File: src/rtl/tcg_pkg.sv
// Shared types and constants for the text console glyph renderer.
package tcg_pkg;

   localparam int MAX_GLYPHS       = 256;
   localparam int MAX_GLYPH_HEIGHT = 32;
   localparam int MAX_GLYPH_WIDTH  = 32;
   localparam int TAB_SIZE         = 8;
   localparam int VT_LINES         = 4;

   localparam int GLYPH_IDX_W = $clog2(MAX_GLYPHS);
   localparam int ROW_IDX_W   = $clog2(MAX_GLYPH_HEIGHT);
   localparam int FONT_DEPTH  = MAX_GLYPHS * MAX_GLYPH_HEIGHT;
   localparam int FONT_AW     = $clog2(FONT_DEPTH);
   localparam int BITS_W      = 32;
   localparam int PIX_W       = 14;
   localparam int COORD_W     = 8;
   localparam int DIM_W       = 6;
   localparam int GCOUNT_W    = 9;

   localparam int REQ_DATA_W = 56;
   localparam int RSP_DATA_W = 72;
   localparam int CSR_IDX_W  = 3;
   localparam int CSR_DATA_W = 9;

   localparam logic [CSR_IDX_W-1:0] CSR_COLUMNS      = 3'd0;
   localparam logic [CSR_IDX_W-1:0] CSR_ROWS         = 3'd1;
   localparam logic [CSR_IDX_W-1:0] CSR_GLYPH_WIDTH  = 3'd2;
   localparam logic [CSR_IDX_W-1:0] CSR_GLYPH_HEIGHT = 3'd3;
   localparam logic [CSR_IDX_W-1:0] CSR_GLYPH_COUNT  = 3'd4;

   localparam logic [COORD_W-1:0]  RST_COLUMNS      = 8'd80;
   localparam logic [COORD_W-1:0]  RST_ROWS         = 8'd25;
   localparam logic [DIM_W-1:0]    RST_GLYPH_WIDTH  = 6'd8;
   localparam logic [DIM_W-1:0]    RST_GLYPH_HEIGHT = 6'd16;
   localparam logic [GCOUNT_W-1:0] RST_GLYPH_COUNT  = 9'd256;

   localparam logic [7:0] CH_BEL   = 8'd7;
   localparam logic [7:0] CH_BS    = 8'd8;
   localparam logic [7:0] CH_TAB   = 8'd9;
   localparam logic [7:0] CH_LF    = 8'd10;
   localparam logic [7:0] CH_VT    = 8'd11;
   localparam logic [7:0] CH_FF    = 8'd12;
   localparam logic [7:0] CH_CR    = 8'd13;
   localparam logic [7:0] CH_SPACE = 8'd32;

   localparam logic OP_PUT_CHAR  = 1'b0;
   localparam logic OP_LOAD_ROW  = 1'b1;
   localparam logic KIND_DRAW    = 1'b0;
   localparam logic KIND_SCROLL  = 1'b1;

   typedef enum logic [2:0] {
      ST_IDLE,
      ST_MUL_X,
      ST_MUL_Y,
      ST_FETCH,
      ST_ROWS,
      ST_LINE
   } state_type;

   typedef enum logic [2:0] {
      CLS_NOP,
      CLS_BS,
      CLS_LF,
      CLS_VT,
      CLS_CR,
      CLS_TAB,
      CLS_DRAW
   } char_class_type;

endpackage

File: src/rtl/tcg_mul.sv
// Shared cell-to-pixel multiplier with registered product.
module tcg_mul (
   input  logic                          clock,
   input  logic [tcg_pkg::COORD_W-1:0]   op_a,
   input  logic [tcg_pkg::DIM_W-1:0]     op_b,
   output logic [tcg_pkg::PIX_W-1:0]     prod_ff
);
   import tcg_pkg::*;

   logic [PIX_W-1:0] prod_in;

   assign prod_in = {{(PIX_W-COORD_W){1'b0}}, op_a} * {{(PIX_W-DIM_W){1'b0}}, op_b};

   always_ff @(posedge clock) begin
      prod_ff <= prod_in;
   end

endmodule

File: config.mk
export PLATFORM = sky130hd
export DESIGN_NAME = tcg_mul
export DESIGN_NICKNAME = d
export VERILOG_FILES = /design/src/rtl/tcg_pkg.sv /design/src/rtl/tcg_mul.sv
export SDC_FILE = /design/constraint.sdc
export NUM_CORES = 1
export LEC_CHECK = 0
export ABC_AREA = 1
export BUFFER_PORTS_ARGS = -buffer_cell sky130_fd_sc_hd__buf_4
export CORE_UTILIZATION = 50
export CTS_CLUSTER_DIAMETER = 40
export DETAILED_ROUTE_END_ITERATION = 16
export GPL_ROUTABILITY_DRIVEN = 0
export PLACE_DENSITY = 0.82
export RECOVER_POWER = 25
export SYNTH_ARGS = -nofsm -noshare
export SYNTH_HDL_FRONTEND = slang
export SYNTH_SLANG_ARGS = --single-unit
File: constraint.sdc
create_clock -name clock -period 2.8 [get_ports clock]
set_clock_uncertainty 0.05 [all_clocks]
set_input_delay 0.14 -clock clock [delete_from_list [all_inputs] [get_ports clock]]
set_output_delay 0.14 -clock clock [all_outputs]
set_load 0.02 [all_outputs]
== Yosys cells after proc, flatten, opt, wreduce, memory -nomap -nowiden ==
Cells that the tools add are included.

* Multipliers: 1

{| class="wikitable"
|+ Operator list
! operator !! count
|-
| 8-bit by 6-bit multiplier with 14-bit output || 1
|}

* Word-level logic and storage cells: 2
* Register bits after elaboration: 14
* Output and inout port bits: 14
* Input bits: 15

== Logic depth before layout (Yosys ltp) ==
* Depth in word-level cells: 1
* Depth in mapped cells: 17
* Depth with buffers taken out: 16

== Worst setup path after synthesis ==
Ideal clock, no wire load.

* Path kind: input port to flip-flop
* From: input port op_b[5] (netlist bit)
* To: register prod_ff[12] (netlist bit)
* Stages on the path: 15
* Path buffers: 1
* Setup time: 0.113 ns
* Data required time: 2.637 ns
* Arrival: 2.936 ns
* Slack: -0.298 ns
* Cells stage by stage: clkbuf_1 > nand2_1 > fa_1 > inv_1 > fa_1 > inv_1 > fa_1 > inv_1 > ha_1 > nand2_1 > nand2_1 > a21oi_1 > nand3_1 > nand2_1 > nand2_1

* Word-level cells in the longest chain between the ends: 1

{| class="wikitable"
|+ Ends and longest elaborated chain
! what !! line !! source
|-
| from (decl) || tcg_mul.sv:5 || <nowiki>input logic [tcg_pkg::DIM_W-1:0] op_b,</nowiki>
|-
| 8-bit by 6-bit multiplier with 14-bit output || tcg_mul.sv:12 || <nowiki>assign prod_in = {{(PIX_W-COORD_W){1'b0}}, op_a} * {{(PIX_W-DIM_W){1'b0}}, op_b};</nowiki>
|-
| net prod_in[12] || tcg_mul.sv:10 || <nowiki>logic [PIX_W-1:0] prod_in;</nowiki>
|-
| to (signal assigned) || tcg_mul.sv:15 || <nowiki>prod_ff <= prod_in;</nowiki>
|-
| to (decl) || tcg_mul.sv:6 || <nowiki>output logic [tcg_pkg::PIX_W-1:0] prod_ff</nowiki>
|}

The timed path passes the listed nets, and every way through them passes these cells.

== Worst setup path in the final report ==
* From: input port op_a[3] (netlist bit)
* To: register prod_ff[13] (netlist bit)

* Word-level cells in the longest chain between the ends: 1

{| class="wikitable"
|+ Ends and longest elaborated chain
! what !! line !! source
|-
| from (decl) || tcg_mul.sv:4 || <nowiki>input logic [tcg_pkg::COORD_W-1:0] op_a,</nowiki>
|-
| 8-bit by 6-bit multiplier with 14-bit output || tcg_mul.sv:12 ||
|-
| net prod_in[13] || tcg_mul.sv:10 ||
|}

The timed path passes the listed nets, and every way through them passes these cells.

==> summary.md <==
| Metric | Value |
|---|---|
| Status | complete, no violations |
| Die area | 3990 um2 |
| Synth area leaders | fa_1, nand2_1, dfxtp_1 |
| Layout area overhead | 33.5% |
| CP Buf/Inv Count | 5 |
| Largest family of logic cells by synthesized area | adder cells |
| Most frequent cells in the layout | nand2_1, inv_1, buf_4 |
| Most common cell after layout, fill and taps aside | nand2_1 |
| Chip width | 63.1 um |
| Crit path cell chain | buf_4, nand2_1, inv_1, fa_1, fa_1, inv_1, fa_1, inv_2, ha_4, nand2_4, inv_1, nand2_2, nand2_1, nand2_2, nand4_1, nand2_1 |
| Share of Yosys cell area claimed by the top area cell type | 26.8% |
| Worst path max stage delay | 0.50 ns |
| Critical path type | in2reg |
| Cells after Synth | 262 |
| First-pass GRT wire length | 7.55 mm |
| Total GRT Usage | 23.9% |
| Syn. warnings | 0 |
| Delay-heaviest family, CP | adder cells |
| Largest net degree at the start of global routing | 9 |
| Final instance count without filler cells | 354 |
| Final HPWL DP | 3.39 mm |
| Antenna-violating nets left | 0 |
| Hold path depth | 4 |
| Worst-Margin Slew | 0.270 ns |
| Port Buffers | 28 |
| Post-Synth XOR/XNOR Area | 2.34% |
| Max Cap Violations | 0 |
| CP Max Fanout | 6 |
| Syn Area/Cell | 7.13 um2 |
| # IOs | 29 |
| Pleak | 0.00150 uW |
| Worst Setup End Kind | flip-flop |
| Number of vias per cell | 4.83 |
| Pre-antenna DRT Iters | 4 |
| Via count | 1711 |
| Crit path DAT | 2.81 ns |
| Cell row count | 21 |
| Sequential fraction of the synthesis area | 15.0% |
| WL per Instance | 11.9 um |
| Dpl cells | 350 |
| Synth unique cells | 15 |
| Total gr overflow | 0 |
| CP max-delay cell | fa_1 |
| Syn_nets | 324 |
| Clock sinks | 14 |
| Post-Route WL | 4.22 mm |
| CTS Buf Count | 3 |
| Core box area | 3470 um2 |
| Hold Worst Slack | 0.177 ns |
| Initial Util | 53.9% |
| Tcrit/Tclk final | 97.0% |
| Tot Pwr | 1740 uW |
| Final Instance Area | 2490 um2 |
| Final Setup Violations | 0 |
| Final critical-path required period | 2.72 ns |
| Pwr per Cell Area | 696 nW/um2 |
| Largest registers | prod_ff (14) |
| Post-DP Area | 2390 um2 |
| Mux share of post-synthesis cell area | 0% |
| Iter 0 DRT Violations | 108 |
| Largest register FFs | 14 |
| Die height | 63.1 um |
| Post-Synth Simple-Gate Area | 24.4% |
| Fmax | 368 MHz |
| Setup Fix Bufs, Post-CTS | 0 |
| Worst vdd ir | 0.000303 V |
| Share of cells above drive strength 1 | 26.6% |
| Cell area after synthesis | 1870 um2 |
| Fin. max-slew vios | 0 |
| Initial antenna violation count | 0 |
| Compound-cell area share of the yosys netlist | 1.07% |
| Drc violations | 0 |
| Filler cell count | 289 |
| Hold crit path type | in2reg |
| Vias in the first global route | 1842 |
| Htree depth | 1 |
| CP startpoint kind | input port |
| Hold Crit Start | op_a[0] |
| CTS tree | yes |
| Deepest clock path buffer count | 2 |
| Fin. Hold Viols | 0 |
| Post-Synth Adder-Cell Area | 41.5% |
| Most area-hungry cell type in the Yosys netlist | fa_1 |
| Biggest register | prod_ff |
| Nets | 371 |
| Slew HR | 82.0% |
| WP data required | 2.89 ns |
| Worst Hold End | prod_ff[0] |
| # diodes | 0 |
| Reg clk slew, reported paths | 0.06 ns |
| CTS Root Cell | clkbuf_8 |
| #FFs+latches synth | 14 |
how the worst max path moves through the flow:
stage | startpoint | end | slack [ns] | cells past startpoint
2_1_floorplan | op_b[3] | prod_ff[10] | 0.002 | 13
3_3_place_gp | op_a[4] | prod_ff[10] | -0.15 | 13
6_report | op_a[3] | prod_ff[13] | 0.08 | 16
3_5_place_dp | op_a[4] | prod_ff[10] | -0.19 | 13
5_1_grt | op_a[3] | prod_ff[13] | -0.03 | 17
4_1_cts | op_a[4] | prod_ff[10] | 0.05 | 13
where the power goes:
group,leakage [uW],internal (uW),switching [uW]
logic,0.00135,552,690
registers,0.000118,281,20.0
clock network,0.0000288,124,68.2
synth_stat cells:
master    number
or2_2          1
xor2_1         4
nand4_1        2
dfxtp_1       14
xnor2_1        1
nand2_1       90
nor2_2         1
nor2_1         9
nand3_2        1
ha_1          22
fa_1          25
inv_1         72
clkbuf_1       6
nand3_1       10
a21oi_1        4
metal layers:
metal	share of wire, %	vias up	track usage (%)	wire length [um]
li1	-	846	-	-
met1	38	811	26.8	1590
met2	56	48	47.6	2380
met3	4.9	6	3.44	205
met4	1.2	0	3.20	51
met5	0	-	0	0
stage by stage:
stage               worst slack, ns  utilization (%)  setup TNS [ns]
floorplan                   0.00249                -               0
global placement             -0.146             68.9          -0.525
detailed placement           -0.191             68.9          -0.799
CTS                          0.0543             70.5               0
global route                -0.0299             71.9         -0.0318
finish                       0.0830             71.9               0
area by class of cell:
cell class                 count  area, um2  area share, %
tap                           46       57.6           2.31
sequential                    14        280           11.2
timing repair buffer          48        353           14.1
clock buffer                   4       55.1           2.21
multi-input combinational    170       1480           59.3
inverter                      72        270           10.8
what timing repair did:
item | in CTS | in global routing
hold buffers | 0 | 0
gates resized for setup | 0 | 18
setup endpoints to repair | 0 | 4
cells by family (layout without fill, tap and decap cells):
family          Yosys count  count (layout)
compound gates            4               4
buf+inv                  78             124
fa+ha+maj                47              47
flops                    14              14
simple gates            114             114
xor+xnor                  5               5
Power figures use the tool's default switching activity.
